File: config.mk
export PLATFORM = sky130hd
export DESIGN_NAME = float_to_hex_text_unit
export DESIGN_NICKNAME = d
export VERILOG_FILES = /design/src/rtl/core/fhex_pkg.sv /design/src/rtl/core/float_to_hex_text_unit.sv
export SDC_FILE = /design/constraint.sdc
export NUM_CORES = 1
export LEC_CHECK = 0
export ABC_CLOCK_PERIOD_IN_PS = 8200
export BUFFER_PORTS_ARGS = -buffer_cell sky130_fd_sc_hd__buf_2
export CAP_MARGIN = 10
export CORE_MARGIN = 2
export CORE_UTILIZATION = 64
export DETAILED_ROUTE_END_ITERATION = 8
export PLACE_DENSITY = 0.93
export REMOVE_ABC_BUFFERS = 1
export SETUP_SLACK_MARGIN = 0.2
export SKIP_CTS_REPAIR_TIMING = 1
export SLEW_MARGIN = 20
export SYNTH_ARGS = -nofsm -noshare
export SYNTH_HDL_FRONTEND = slang
export SYNTH_SLANG_ARGS = --single-unit
File: constraint.sdc
create_clock -name clk -period 8.2 [get_ports clk]
set_input_delay 1.64 -clock clk [delete_from_list [all_inputs] [get_ports clk]]
set_output_delay 1.64 -clock clk [all_outputs]
set_load 0.1 [all_outputs]
File: src/rtl/core/fhex_pkg.sv
package fhex_pkg;

    localparam int TEXT_MAX  = 16;
    localparam int FRAC_NIBS = 6;
    localparam int DEC_DIGS  = 3;

    localparam logic [7:0] EXP_SPECIAL = 8'hff;
    localparam logic [8:0] SUB_BIAS    = 9'd149;
    localparam logic [8:0] NORM_BIAS   = 9'd127;

    typedef logic [6:0] char_t;

    typedef enum logic [1:0] {
        CLS_NUM  = 2'd0,
        CLS_ZERO = 2'd1,
        CLS_INF  = 2'd2,
        CLS_NAN  = 2'd3
    } val_class_t;

    localparam char_t CH_MINUS = 7'h2d;
    localparam char_t CH_PLUS  = 7'h2b;
    localparam char_t CH_DOT   = 7'h2e;
    localparam char_t CH_ZERO  = 7'h30;
    localparam char_t CH_ONE   = 7'h31;
    localparam char_t CH_A     = 7'h61;
    localparam char_t CH_F     = 7'h66;
    localparam char_t CH_I     = 7'h69;
    localparam char_t CH_N     = 7'h6e;
    localparam char_t CH_P     = 7'h70;
    localparam char_t CH_X     = 7'h78;

    function automatic char_t hex_char(input logic [3:0] nib);
        char_t c;
        if (nib < 4'd10)
        begin
            c = CH_ZERO + char_t'(nib);
        end
        else
        begin
            c = CH_A + char_t'(nib - 4'd10);
        end
        return c;
    endfunction

    function automatic char_t dec_char(input logic [3:0] dig);
        return CH_ZERO + char_t'(dig);
    endfunction

endpackage

File: src/rtl/core/float_to_hex_text_unit.sv
// Formats an IEEE single bit pattern as hexadecimal float text ("-0x1.8p+3", "inf", "-nan",
// "0x0p+0"), one ASCII character per output beat with is_last on the final character.
// A value passes three register stages (decode, normalize/exponent, digit extraction)
// before its text is assembled into the character register that drives the output.
// Each value's text is 3 to 16 characters long, and the single character port sets the
// sustained rate: one character per cycle while text_ready is high, with no gap between
// values while the stages hold work.
// The input side keeps taking beats back to back until the stages fill up.
module float_to_hex_text_unit
(
    input  logic                  clk,
    input  logic                  rst_n,
    input  logic                  float_valid,
    output logic                  float_ready,
    input  logic [31:0]           float_bits,
    output logic                  text_valid,
    input  logic                  text_ready,
    output fhex_pkg::char_t       text_char,
    output logic                  is_last
);
    import fhex_pkg::*;

    // stage 1: decode
    logic        s1_v_reg;
    logic        s1_sign_reg;
    val_class_t  s1_cls_reg;
    logic [7:0]  s1_expo_reg;
    logic [22:0] s1_mant_reg;
    logic [4:0]  s1_lead_reg;

    // stage 2: fraction and exponent magnitude
    logic        s2_v_reg;
    logic        s2_sign_reg;
    val_class_t  s2_cls_reg;
    logic [23:0] s2_frac_reg;
    logic        s2_neg_reg;
    logic [7:0]  s2_mag_reg;

    // stage 3: digits
    logic        s3_v_reg;
    logic        s3_sign_reg;
    val_class_t  s3_cls_reg;
    logic [23:0] s3_frac_reg;
    logic [2:0]  s3_ndig_reg;
    logic        s3_neg_reg;
    logic [1:0]  s3_ndec_reg;
    logic [3:0]  s3_dec_reg [DEC_DIGS];

    // character register
    logic        ser_v_reg;
    char_t       ser_buf_reg [TEXT_MAX];
    logic [3:0]  ser_idx_reg;
    logic [3:0]  ser_last_reg;

    logic        ser_take;
    logic        s3_ready;
    logic        s2_ready;

    assign ser_take    = !ser_v_reg || (text_ready && (ser_idx_reg == ser_last_reg));
    assign s3_ready    = !s3_v_reg || ser_take;
    assign s2_ready    = !s2_v_reg || s3_ready;
    assign float_ready = !s1_v_reg || s2_ready;

    assign text_valid = ser_v_reg;
    assign text_char  = ser_buf_reg[ser_idx_reg];
    assign is_last    = (ser_idx_reg == ser_last_reg);

    // ---------------- stage 1 ----------------
    logic [7:0]  in_expo;
    logic [22:0] in_mant;
    val_class_t  s1_cls_next;
    logic [4:0]  s1_lead_next;

    assign in_expo = float_bits[30:23];
    assign in_mant = float_bits[22:0];

    always_comb
    begin
        if (in_expo == EXP_SPECIAL)
        begin
            s1_cls_next = (in_mant == 23'd0) ? CLS_INF : CLS_NAN;
        end
        else if (in_expo == 8'd0 && in_mant == 23'd0)
        begin
            s1_cls_next = CLS_ZERO;
        end
        else
        begin
            s1_cls_next = CLS_NUM;
        end
        s1_lead_next = 5'd0;
        for (int b = 0; b < 23; b++)
        begin
            if (in_mant[b])
            begin
                s1_lead_next = 5'(b);
            end
        end
    end

    // ---------------- stage 2 ----------------
    logic [22:0] mant_clr;
    logic [4:0]  shamt;
    logic [46:0] sub_shift;
    logic [23:0] s2_frac_next;
    logic [8:0]  power;
    logic        s2_neg_next;
    logic [7:0]  s2_mag_next;

    always_comb
    begin
        mant_clr  = s1_mant_reg & ~(23'd1 << s1_lead_reg);
        shamt     = 5'd24 - s1_lead_reg;
        sub_shift = {24'd0, mant_clr} << shamt;
        if (s1_expo_reg == 8'd0)
        begin
            s2_frac_next = sub_shift[23:0];
            power        = {4'd0, s1_lead_reg} - SUB_BIAS;
        end
        else
        begin
            s2_frac_next = {s1_mant_reg, 1'b0};
            power        = {1'b0, s1_expo_reg} - NORM_BIAS;
        end
        s2_neg_next = power[8];
        s2_mag_next = s2_neg_next ? 8'(9'd0 - power) : power[7:0];
    end

    // ---------------- stage 3 ----------------
    logic        hund;
    logic [6:0]  rem;
    logic [14:0] tens_prod;
    logic [3:0]  tens;
    logic [3:0]  ones;
    logic [2:0]  s3_ndig_next;
    logic [1:0]  s3_ndec_next;
    logic [3:0]  s3_dec_next [DEC_DIGS];

    always_comb
    begin
        hund      = (s2_mag_reg >= 8'd100);
        rem       = hund ? 7'(s2_mag_reg - 8'd100) : s2_mag_reg[6:0];
        // divide by ten via reciprocal, exact below 100
        tens_prod = 15'(rem) * 15'd205;
        tens      = tens_prod[14:11];
        ones      = 4'(rem - 7'(tens) * 7'd10);
        s3_dec_next[0] = 4'd0;
        s3_dec_next[1] = 4'd0;
        s3_dec_next[2] = 4'd0;
        if (hund)
        begin
            s3_ndec_next   = 2'd3;
            s3_dec_next[0] = 4'd1;
            s3_dec_next[1] = tens;
            s3_dec_next[2] = ones;
        end
        else if (tens != 4'd0)
        begin
            s3_ndec_next   = 2'd2;
            s3_dec_next[0] = tens;
            s3_dec_next[1] = ones;
        end
        else
        begin
            s3_ndec_next   = 2'd1;
            s3_dec_next[0] = ones;
        end
        // drop trailing zero nibbles
        if (s2_frac_reg[3:0] != 4'd0)
        begin
            s3_ndig_next = 3'd6;
        end
        else if (s2_frac_reg[7:4] != 4'd0)
        begin
            s3_ndig_next = 3'd5;
        end
        else if (s2_frac_reg[11:8] != 4'd0)
        begin
            s3_ndig_next = 3'd4;
        end
        else if (s2_frac_reg[15:12] != 4'd0)
        begin
            s3_ndig_next = 3'd3;
        end
        else if (s2_frac_reg[19:16] != 4'd0)
        begin
            s3_ndig_next = 3'd2;
        end
        else if (s2_frac_reg[23:20] != 4'd0)
        begin
            s3_ndig_next = 3'd1;
        end
        else
        begin
            s3_ndig_next = 3'd0;
        end
    end

    // ---------------- text assembly ----------------
    logic [3:0] nibs [FRAC_NIBS];
    logic [3:0] q_pos;
    logic [3:0] num_last;
    char_t      ser_buf_next [TEXT_MAX];
    logic [3:0] ser_last_next;

    always_comb
    begin
        for (int i = 0; i < FRAC_NIBS; i++)
        begin
            nibs[i] = s3_frac_reg[23 - 4 * i -: 4];
        end
        // position of 'p' relative to the first non-sign character
        q_pos    = (s3_ndig_reg != 3'd0) ? 4'd4 + 4'(s3_ndig_reg) : 4'd3;
        num_last = q_pos + 4'd1 + 4'(s3_ndec_reg);
        case (s3_cls_reg)
            CLS_NUM:  ser_last_next = num_last + 4'(s3_sign_reg);
            CLS_ZERO: ser_last_next = 4'd5 + 4'(s3_sign_reg);
            CLS_INF:  ser_last_next = 4'd2 + 4'(s3_sign_reg);
            CLS_NAN:  ser_last_next = 4'd2 + 4'(s3_sign_reg);
            default:  ser_last_next = 4'd2;
        endcase
    end

    always_comb
    begin
        logic [3:0] j;
        logic [2:0] n;
        logic [3:0] dp;
        for (int k = 0; k < TEXT_MAX; k++)
        begin
            j  = 4'(k) - 4'(s3_sign_reg);
            n  = 3'(j - 4'd4);
            dp = j - q_pos - 4'd2;
            ser_buf_next[k] = CH_ZERO;
            if (s3_sign_reg && k == 0)
            begin
                ser_buf_next[k] = CH_MINUS;
            end
            else
            begin
                case (s3_cls_reg)
                    CLS_INF:
                    begin
                        if (j == 4'd0)
                        begin
                            ser_buf_next[k] = CH_I;
                        end
                        else if (j == 4'd1)
                        begin
                            ser_buf_next[k] = CH_N;
                        end
                        else
                        begin
                            ser_buf_next[k] = CH_F;
                        end
                    end
                    CLS_NAN:
                    begin
                        ser_buf_next[k] = (j == 4'd1) ? CH_A : CH_N;
                    end
                    CLS_ZERO:
                    begin
                        if (j == 4'd1)
                        begin
                            ser_buf_next[k] = CH_X;
                        end
                        else if (j == 4'd3)
                        begin
                            ser_buf_next[k] = CH_P;
                        end
                        else if (j == 4'd4)
                        begin
                            ser_buf_next[k] = CH_PLUS;
                        end
                        else
                        begin
                            ser_buf_next[k] = CH_ZERO;
                        end
                    end
                    CLS_NUM:
                    begin
                        if (j == 4'd0)
                        begin
                            ser_buf_next[k] = CH_ZERO;
                        end
                        else if (j == 4'd1)
                        begin
                            ser_buf_next[k] = CH_X;
                        end
                        else if (j == 4'd2)
                        begin
                            ser_buf_next[k] = CH_ONE;
                        end
                        else if (j < q_pos && j == 4'd3)
                        begin
                            ser_buf_next[k] = CH_DOT;
                        end
                        else if (j < q_pos && n < 3'(FRAC_NIBS))
                        begin
                            ser_buf_next[k] = hex_char(nibs[n]);
                        end
                        else if (j == q_pos)
                        begin
                            ser_buf_next[k] = CH_P;
                        end
                        else if (j == q_pos + 4'd1)
                        begin
                            ser_buf_next[k] = s3_neg_reg ? CH_MINUS : CH_PLUS;
                        end
                        else if (j >= q_pos + 4'd2 && dp < 4'(DEC_DIGS))
                        begin
                            ser_buf_next[k] = dec_char(s3_dec_reg[dp[1:0]]);
                        end
                        else
                        begin
                            ser_buf_next[k] = CH_ZERO;
                        end
                    end
                    default:
                    begin
                        ser_buf_next[k] = CH_ZERO;
                    end
                endcase
            end
        end
    end

    // ---------------- valid bits ----------------
    always_ff @(posedge clk or negedge rst_n)
    begin
        if (!rst_n)
        begin
            s1_v_reg    <= 1'b0;
            s2_v_reg    <= 1'b0;
            s3_v_reg    <= 1'b0;
            ser_v_reg   <= 1'b0;
            ser_idx_reg <= 4'd0;
        end
        else
        begin
            if (float_ready)
            begin
                s1_v_reg <= float_valid;
            end
            if (s2_ready)
            begin
                s2_v_reg <= s1_v_reg;
            end
            if (s3_ready)
            begin
                s3_v_reg <= s2_v_reg;
            end
            if (ser_take)
            begin
                ser_v_reg   <= s3_v_reg;
                ser_idx_reg <= 4'd0;
            end
            else if (text_ready)
            begin
                // advance to the next character of this value
                ser_idx_reg <= ser_idx_reg + 4'd1;
            end
        end
    end

    // ---------------- payload ----------------
    always_ff @(posedge clk)
    begin
        if (float_ready && float_valid)
        begin
            s1_sign_reg <= float_bits[31];
            s1_cls_reg  <= s1_cls_next;
            s1_expo_reg <= in_expo;
            s1_mant_reg <= in_mant;
            s1_lead_reg <= s1_lead_next;
        end
        if (s2_ready && s1_v_reg)
        begin
            s2_sign_reg <= s1_sign_reg;
            s2_cls_reg  <= s1_cls_reg;
            s2_frac_reg <= s2_frac_next;
            s2_neg_reg  <= s2_neg_next;
            s2_mag_reg  <= s2_mag_next;
        end
        if (s3_ready && s2_v_reg)
        begin
            s3_sign_reg <= s2_sign_reg;
            s3_cls_reg  <= s2_cls_reg;
            s3_frac_reg <= s2_frac_reg;
            s3_ndig_reg <= s3_ndig_next;
            s3_neg_reg  <= s2_neg_reg;
            s3_ndec_reg <= s3_ndec_next;
            s3_dec_reg  <= s3_dec_next;
        end
        if (ser_take && s3_v_reg)
        begin
            ser_buf_reg  <= ser_buf_next;
            ser_last_reg <= ser_last_next;
        end
    end

    // ---------------- checks ----------------
    a_idx_in_text: assert property (@(posedge clk) disable iff (!rst_n)
        ser_v_reg |-> ser_idx_reg <= ser_last_reg)
        else $error("character index past end of text");

    a_min_length: assert property (@(posedge clk) disable iff (!rst_n)
        ser_v_reg |-> ser_last_reg >= 4'd2)
        else $error("text shorter than three characters");

    a_s3_hold: assert property (@(posedge clk) disable iff (!rst_n)
        s3_v_reg && !ser_take |=> s3_v_reg && $stable(s3_frac_reg) && $stable(s3_cls_reg))
        else $error("stage 3 lost or changed a stalled value");

    a_accept_lands: assert property (@(posedge clk) disable iff (!rst_n)
        float_valid && float_ready |=> s1_v_reg)
        else $error("accepted beat not captured in stage 1");

endmodule
==> flow_summary.yaml, run 1 <==
routing:
  via_count: 12978
  routed_wl_um: 43200
  ant_nets: 0
  viasPerCell: 6.63
  avgRoutedWirePerCell_um: 22.1
  drc_errors: 0
  drt-pass1-iter-count: 6
  drt_iter0_drc: 1880
timing:
  finalCritPeriodShare_pct: 82.9
  rsz0062_at_grt: "false"
  setup_ws_ps: 1410
  tightest_slew_ps: 1230
  tns_ps: 0
  setup_viol: 0
  hold_viol: 0
  max_freq_mhz: 147
  skew_ps: 18.9
  fin_crit_ps: 6790
  slew_headroom_pct: 17.5
  maxSlewViolCount: 0
  hold_ws_ps: 421
power:
  irDropWorstVdd_v: 0.000353
  sw_frac_of_total_pct: 36.9
  p_clk_share_pct: 26.3
  p_per_area_mw_per_mm2: 251
  p_int_mw: 2.81
  p_seq_share_pct: 34.9
  power.switching_mw: 1.65
  p_comb_share_pct: 38.7
  p_leak_nw: 6.56
clock_tree:
  cts_num_sinks: 239
  clkTransAtPathRegs_ps: 60
  cts_max_level: 1
  clkLatencyLatePin_ps: 530
  clk_path_buf_depth: 3
  cts_tree: "yes"
  root_buffer: "clkbuf_16"
  cts_buffers: 25
die:
  chipWidth_um: 164
  boundaryPins: 46
  die-area_mm2: 0.0270
  initial_core_util_pct: 65.2
  core_area_mm2: 0.0252
  fp-row-count: 58
  die_y_um: 164
placement:
  dp.cells: 1912
  place.gp.congestion: 1.06
  io_buffers: 45
  dp_slack_ps: 1440
  dp_hpwl_um: 31600
layout:
  n_fill_cell: 1744
  final_cell_count_no_fill: 1958
  nets: 1758
  diodes: 0
  syn2layout_area_growth_pct: 8.02
  largest_reg_flops: 107
  final_common_cell: "edfxtp_1"
  regArea_mm2: 0.00714
  multi_input_area_mm2: 0.00861
  layout_common_cells: "edfxtp_1 (231), nand2_1 (155), nor2_1 (143), o21ai_0 (140), a21oi_1 (115)"
  drive_gt1_share_pct: 11.7
hold_path:
  whs_path_depth: 0
  hold_class: "flip-flop to flip-flop"
  hp-start: "s1_cls_reg[1]"
worst_setup_path:
  critPathKind: "flip-flop to flip-flop"
  crit_required_ps: 8450
  worstPathCellList: "ha_1 > nor3b_2 > o31a_4 > nand2_1 > xor2_1 > inv_1 > ha_1 > ha_1 > fa_1 > inv_1 > fa_1 > inv_1 > ha_1 > a31o_2 > a211oi_1 > o21a_1 > xnor2_2 > ha_1 > inv_1 > fa_1 > xnor2_1 > xor2_1 > xnor2_1 > a22oi_1"
  crit_slowest_cell: "edfxtp_1"
  critPathMaxStageDelay_ps: 530
  end_kind: "flip-flop"
  crit_start: "s2_mag_reg[2]"
  timing.rr.start: "s2_mag_reg[2]"
  crit_fanout: 12
  cp.arrival_ps: 7040
  reg2reg_depth: 24
  start_kind: "flip-flop"
  cpMostUsedCell: "ha_1"
status:
  status: "completed"
logic_synthesis:
  ys_seq_area_share_pct: 43.5
  synth_top_area_share_pct: 42.2
  synth_area_leaders: "edfxtp_1 (42%), ha_1 (7.1%), mux4_2 (5.6%)"
  syn_area_per_cell_um2: 10.3
  synth_top_flop_cell: "edfxtp_1"
  synth_cell_type_count: 78
  ys_ff_latch: 239
  synth_top_cell_by_area: "edfxtp_1"
  ys_warn_count: 0
  synthArstFlopShare_pct: 3.35
  synth_edf_count: 231
  syn_inst: 1599
  netlist_area_mm2: 0.0164
global_routing:
  grtUsageTotal_pct: 32.5
  grt_pass1_wl_um: 67800
  grt_max_degree: 69
  grt_overflow: 0
  antenna_found_initial: 0
  grt_pass1_vias: 12726
flow_run:
  cap_viol_max_count: 0
[cells by family after synthesis]
| logic type | share of synthesized area [%] |
|---|---|
| simple gates | 13.4 |
| fa+ha+maj | 9.40 |
| buf+inv | 4.29 |
| other cells | 0.0228 |
| flops | 43.5 |
| xor+xnor | 4.11 |
| compound gates | 15.4 |
| mux | 9.92 |
[critical path: cells and delay by family, from the launching register on]
| family | cells | cell delay, ps |
|---|---|---|
| compound gates | 5 | 1460 |
| simple gates | 2 | 280 |
| xor+xnor | 5 | 1210 |
| flops | 1 | 530 |
| buf+inv | 4 | 280 |
| fa+ha+maj | 8 | 2750 |
[Yosys cell counts, drive strengths merged (4+ instances only)]
cell type,count
ha,93
buf,29
xnor2,41
a211oi,13
nor3,27
or2,5
nand3,38
nor4,17
o221ai,5
o31ai,16
mux4,41
o22ai,14
nor2b,19
o21bai,6
o311ai,5
edfxtp,231
a221o,4
mux2i,48
nand2,155
a31oi,12
a21oi,118
mux2,20
and2,11
o21a,14
clkbuf,59
o211ai,8
nand4,8
a21o,5
dfrtp,8
nand3b,6
nor2,143
xor2,33
nor3b,6
a221oi,6
o21ai,147
a22o,5
a21boi,5
nand2b,21
and3,7
a22oi,15
inv,83
or3,5
fa,19
[power by group through the flow]
stage          Sequential [mW]  Clock (mW)  Combinational (mW)
2_1_floorplan             1.61           0                1.26
3_3_place_gp              1.57           0                1.61
3_5_place_dp              1.58           0                1.69
4_1_cts                   1.56        1.17                1.70
5_1_grt                   1.56        1.22                1.87
6_report                  1.56        1.17                1.72
[layer usage]
metal / vias to the layer above / track usage, % / share of wire [%]
met5: - / 0 / 0
met4: 0 / 18.7 / 6.6
met3: 186 / 4.04 / 8.0
met2: 765 / 55.9 / 49
met1: 6086 / 39.7 / 37
li1: 5941 / - / -
[through the flow]
stage	utilization, %	power [mW]	area, um2
floorplan	-	2.87	16000
global placement	67.0	3.19	16900
detailed placement	67.0	3.27	16900
CTS	70.3	4.43	17700
global route	70.4	4.66	17700
finish	70.4	4.45	17700
[worst paths after layout]
path                       slack, ps        endpoint
min in group asynchronous        960        s1_v_reg
hold reg to reg                  420   s2_cls_reg[1]
setup reg to reg                1410   s3_dec_reg[7]
max in group asynchronous       7020  ser_idx_reg[0]
setup / recovery                1410   s3_dec_reg[7]
hold / removal                   420   s2_cls_reg[1]
[cell type report]
type / count / area share, %
multi-input combinational: 1192 / 48.6
sequential: 239 / 40.2
clock buffer: 33 / 3.81
tap: 330 / 2.33
timing repair buffer: 68 / 2.31
inverter: 84 / 1.78
clock inverter: 12 / 0.960
(Power assumes the default switching activity.)
==> inputs of run 2 (changes only) <==
--- a/config.mk
+++ b/config.mk
@@ -5,7 +5,7 @@
 export SDC_FILE = /design/constraint.sdc
 export NUM_CORES = 1
 export LEC_CHECK = 0
-export ABC_CLOCK_PERIOD_IN_PS = 8200
+export ABC_CLOCK_PERIOD_IN_PS = 6500
 export BUFFER_PORTS_ARGS = -buffer_cell sky130_fd_sc_hd__buf_2
 export CAP_MARGIN = 10
 export CORE_MARGIN = 2
==> constraint.sdc (replaced) <==
create_clock -name clk -period 6.5 [get_ports clk]
set_input_delay 1.3 -clock clk [delete_from_list [all_inputs] [get_ports clk]]
set_output_delay 1.3 -clock clk [all_outputs]
set_load 0.1 [all_outputs]
==> run 2 against run 1 <==
Cell area grew 0.76%. Sequential power grew 26%. Sequential share of layout area fell by 0.30 points. Cell count is 0.46% higher. Count of clock-buffer cells in the layout shrank 8. Via count fell by 0.34%. Flip-flop and latch count unchanged. Highest routed layer unchanged.
==> flow_summary.yaml, run 2 (synthesized netlist as in run 1, its figures left out) <==
global_routing:
  antenna_found_initial: 0
  use_met2_pct: 55.3
  grt_busiest_layer: "met2"
  grtUsageTotal_pct: 31.9
  grt_max_degree: 66
  grt_pass1_wl_um: 66300
  grt_pass1_vias: 12308
  met1_usage_pct: 38.6
  grtUsageMet3_pct: 4.29
  grt_overflow: 0
clock_tree:
  root_buffer: "clkbuf_16"
  cts_num_sinks: 239
  cts_max_level: 1
  cts_tree: "yes"
  clkTransAtPathRegs_ps: 60
  clk_path_buf_depth: 3
  clkLatencyLatePin_ps: 520
  cts_buffers: 24
power:
  p_per_area_mw_per_mm2: 316
  finalPower_mw: 5.65
  p_leak_nw: 6.64
  irDropWorstVdd_v: 0.000357
layout:
  syn2layout_area_growth_pct: 8.83
  diodes: 0
  final_common_cell: "edfxtp_1"
  nets: 1768
  largest_reg_flops: 107
  drive_gt1_share_pct: 13.2
  final_cell_count_no_fill: 1967
  layout_common_cells: "edfxtp_1 (231), nand2_1 (155), nor2_1 (141), o21ai_0 (140), a21oi_1 (114)"
worst_setup_path:
  crit_required_ps: 6740
  crit_fanout: 6
  cp.arrival_ps: 6450
  start_kind: "flip-flop"
  critPathKind: "flip-flop to flip-flop"
  end_kind: "flip-flop"
routing:
  drt_iter0_drc: 1472
  drt-pass1-iter-count: 9
  routed_wl_um: 42900
  drc_errors: 0
  viasPerCell: 6.58
  via_count: 12934
  ant_nets: 0
  avgRoutedWirePerCell_um: 21.8
placement:
  dp.cells: 1914
  io_buffers: 45
  dp_slack_ps: 93.4
  place.gp.congestion: 1.06
  dp_hpwl_um: 31000
die:
  boundaryPins: 46
  die-area_mm2: 0.0270
  initial_core_util_pct: 65.2
  fp-row-count: 58
  core_area_mm2: 0.0252
  die_y_um: 164
  chipWidth_um: 164
timing:
  slew_headroom_pct: 25.3
  max_freq_mhz: 161
  rsz0062_at_grt: "false"
  tightest_slew_ps: 1120
  skew_ps: 12.3
  setup_ws_ps: 288
  fin_crit_ps: 6210
  setup_viol: 0
  hold_viol: 0
  finalCritPeriodShare_pct: 95.6
  maxSlewViolCount: 0
hold_path:
  hold_class: "flip-flop to flip-flop"
flow_run:
  cap_viol_max_count: 0
status:
  status: "completed"
[run 2: cell count changes in the layout (fill, tap and decap cells not counted), sizes merged]
cell,previous run,this run
buf,68,79
clkbuf,33,25
clkinv,7,13
[run 2: report_power, final]
part	switching [mW]	internal [mW]
logic	1.43	0.824
registers	0.0897	1.88
clock network	0.575	0.858
[run 2: layout make-up]
class                      instances  area (um2)
tap                              330         413
timing repair buffer              79         493
clock buffer                      25         626
sequential                       239        7140
inverter                          84         315
multi-input combinational       1192        8690
clock inverter                    18         196
fill                            1748        7310
[run 2: worst paths after layout]
| kind | cells past startpoint | slack, ps | from | endpoint |
|---|---|---|---|---|
| worst max-delay path | 25 | 290 | s2_mag_reg[2] | s3_dec_reg[7] |
| worst min-delay path | 0 | 420 | s1_sign_reg | s2_sign_reg |
| worst max register to register | 25 | 290 | s2_mag_reg[2] | s3_dec_reg[7] |
| worst min register to register | 0 | 420 | s1_sign_reg | s2_sign_reg |
| max in group asynchronous | 1 | 5680 | rst_n | ser_idx_reg[0] |
| min in group asynchronous | 1 | 620 | rst_n | text_valid |
[run 2: per-stage QoR]
| stage | TNS (ps) | hold WS, ps | util (%) | instance area (um2) |
|---|---|---|---|---|
| after detailed placement | 0 | 405 | 67.0 | 16900 |
| after CTS | -95.5 | 418 | 70.3 | 17700 |
| after floorplan | -600410 | 400 | - | 16000 |
| after global placement | 0 | 401 | 67.0 | 16900 |
| after global routing | 0 | 424 | 71.0 | 17900 |
| final | 0 | 417 | 71.0 | 17900 |
[run 2: worst max-delay path: stages, from the launching register on]
cell and delay, ps:
edfxtp_1 450, inv_1 120, ha_2 230, nand2b_4 90, o31a_4 370, nand2_1 140, xor2_2 190, inv_1 100
ha_1 300, ha_1 290, fa_1 510, inv_1 60, fa_1 500, inv_1 40, ha_1 290, a31o_2 270
a211oi_4 280, o21a_1 250, nor2_2 80, nor2_2 130, xor2_2 120, fa_2 400, xnor2_2 200, xor2_1 230
xnor2_1 180, a22oi_1 110
[run 2: per-layer routing]
| layer | vias up | wire, um |
|---|---|---|
| li1 | 5942 | - |
| met1 | 6060 | 15500 |
| met2 | 755 | 21300 |
| met3 | 177 | 3320 |
| met4 | 0 | 2830 |
| met5 | - | 0 |
==> inputs of run 3 (changes only) <==
--- a/config.mk
+++ b/config.mk
@@ -9,9 +9,9 @@
 export BUFFER_PORTS_ARGS = -buffer_cell sky130_fd_sc_hd__buf_2
 export CAP_MARGIN = 10
 export CORE_MARGIN = 2
-export CORE_UTILIZATION = 64
+export CORE_UTILIZATION = 60
 export DETAILED_ROUTE_END_ITERATION = 8
-export PLACE_DENSITY = 0.93
+export PLACE_DENSITY = 0.88
 export REMOVE_ABC_BUFFERS = 1
 export SETUP_SLACK_MARGIN = 0.2
 export SKIP_CTS_REPAIR_TIMING = 1
==> run 3 against run 2 <==
Power shrank 1.1%. Non-clock buffer count is 3 higher. First-iteration DRC count decreased by 14%. Worst setup slack gained 83 ps. Combinational power about the same. Global-route usage fell by 1.5 points. Routed wire length increased by 0.43%. Cell area is 0.22% higher. Sequential power barely moved. Cell count increased by 0.81%. Clock skew barely moved.
==> flow_summary.yaml, run 3 (synthesized netlist as in run 1, its figures left out) <==
die:
  die-area_mm2: 0.0287
  die_y_um: 169
  initial_core_util_pct: 61.1
  fp-row-count: 60
  boundaryPins: 46
  chipWidth_um: 169
  core_area_mm2: 0.0269
layout:
  final_common_cell: "edfxtp_1"
  fin_util_pct: 66.6
  syn2layout_area_growth_pct: 9.08
  regArea_mm2: 0.00714
  largest_reg_flops: 107
  final_cell_count_no_fill: 1983
  n_fill_cell: 2038
  diodes: 0
  multi_input_area_mm2: 0.00870
  nets: 1772
  layout_common_cells: "edfxtp_1 (231), nand2_1 (154), nor2_1 (143), o21ai_0 (140), a21oi_1 (114)"
  drive_gt1_share_pct: 13.1
global_routing:
  antenna_found_initial: 0
  grt_max_degree: 63
  grtUsageTotal_pct: 30.3
  grt_pass1_wl_um: 68000
  grt_overflow: 0
  grt_pass1_vias: 12805
timing:
  rsz0062_at_grt: "false"
  maxSlewViolCount: 0
  hold_viol: 0
  tightest_slew_ps: 1090
  setup_viol: 0
  slew_headroom_pct: 26.9
  hold_ws_ps: 414
  finalCritPeriodShare_pct: 94.3
  max_freq_mhz: 163
  skew_ps: 11.9
  fin_crit_ps: 6130
worst_setup_path:
  critPathKind: "flip-flop to flip-flop"
  start_kind: "flip-flop"
  r2r_slack_ps: 370
  crit_required_ps: 6740
  cpMostUsedCell: "inv_1"
  critPathMaxStageDelay_ps: 520
  crit_family: "adder cells"
  cp.arrival_ps: 6370
  critPathBufInv: 6
  end_kind: "flip-flop"
  crit_slowest_cell: "fa_1"
  crit_fanout: 6
routing:
  routed_wl_um: 43100
  drt_iter0_drc: 1267
  drc_errors: 0
  drt-pass1-iter-count: 6
  avgRoutedWirePerCell_um: 21.7
  ant_nets: 0
  viasPerCell: 6.42
  via_count: 12738
flow_run:
  cap_viol_max_count: 0
placement:
  dp_hpwl_um: 32400
  place.gp.congestion: 1.05
  dp.cells: 1927
  io_buffers: 45
status:
  status: "completed"
clock_tree:
  clkTransAtPathRegs_ps: 60
  cts_num_sinks: 239
  root_buffer: "clkbuf_16"
  clk_path_buf_depth: 3
  cts_buffers: 25
  clkLatencyLatePin_ps: 520
  cts_tree: "yes"
  cts_max_level: 1
power:
  finalPower_mw: 5.59
  p_leak_nw: 6.63
  irDropWorstVdd_v: 0.000224
  p_per_area_mw_per_mm2: 312
hold_path:
  hold_class: "flip-flop to flip-flop"
==> run 3: path summary, 6_finish.rpt <==
kind / start / endpoint / cells after the start
setup / recovery: s2_mag_reg[2] / s3_dec_reg[7] / 26
hold / removal: s2_neg_reg / s3_neg_reg / 0
setup reg to reg: s2_mag_reg[2] / s3_dec_reg[7] / 26
hold reg to reg: s2_neg_reg / s3_neg_reg / 0
max in group asynchronous: rst_n / ser_idx_reg[0] / 1
min in group asynchronous: rst_n / s1_v_reg / 1
==> run 3: report_power, final <==
part / internal [mW] / switching, mW
sequential: 1.88 / 0.0909
combinational: 0.832 / 1.42
clock: 0.821 / 0.552
==> run 3: layout make-up <==
cell class | count | share of cell area, %
Clock buffer | 35 | 3.87
Clock inverter | 10 | 0.573
Inverter | 84 | 1.76
Multi-Input combinational cell | 1192 | 48.6
Sequential cell | 239 | 39.9
Tap cell | 341 | 2.38
Timing Repair Buffer | 82 | 2.95
==> run 3: routing by layer <==
layer | wire (um) | global-route usage, %
met1 | 16300 | 36.1
met2 | 21300 | 53.2
met3 | 2590 | 3.89
met4 | 2900 | 17.2
met5 | 0 | 0
==> run 3: through the flow <==
step                      cell area (um2)  TNS, ps  setup slack [ps]
after global placement              16900        0               227
after detailed placement            16900        0              9.37
after CTS                           17700    -40.6             -40.6
final                               17900        0               371
after global routing                17900        0               129
after floorplan                     16000  -600410             -4570
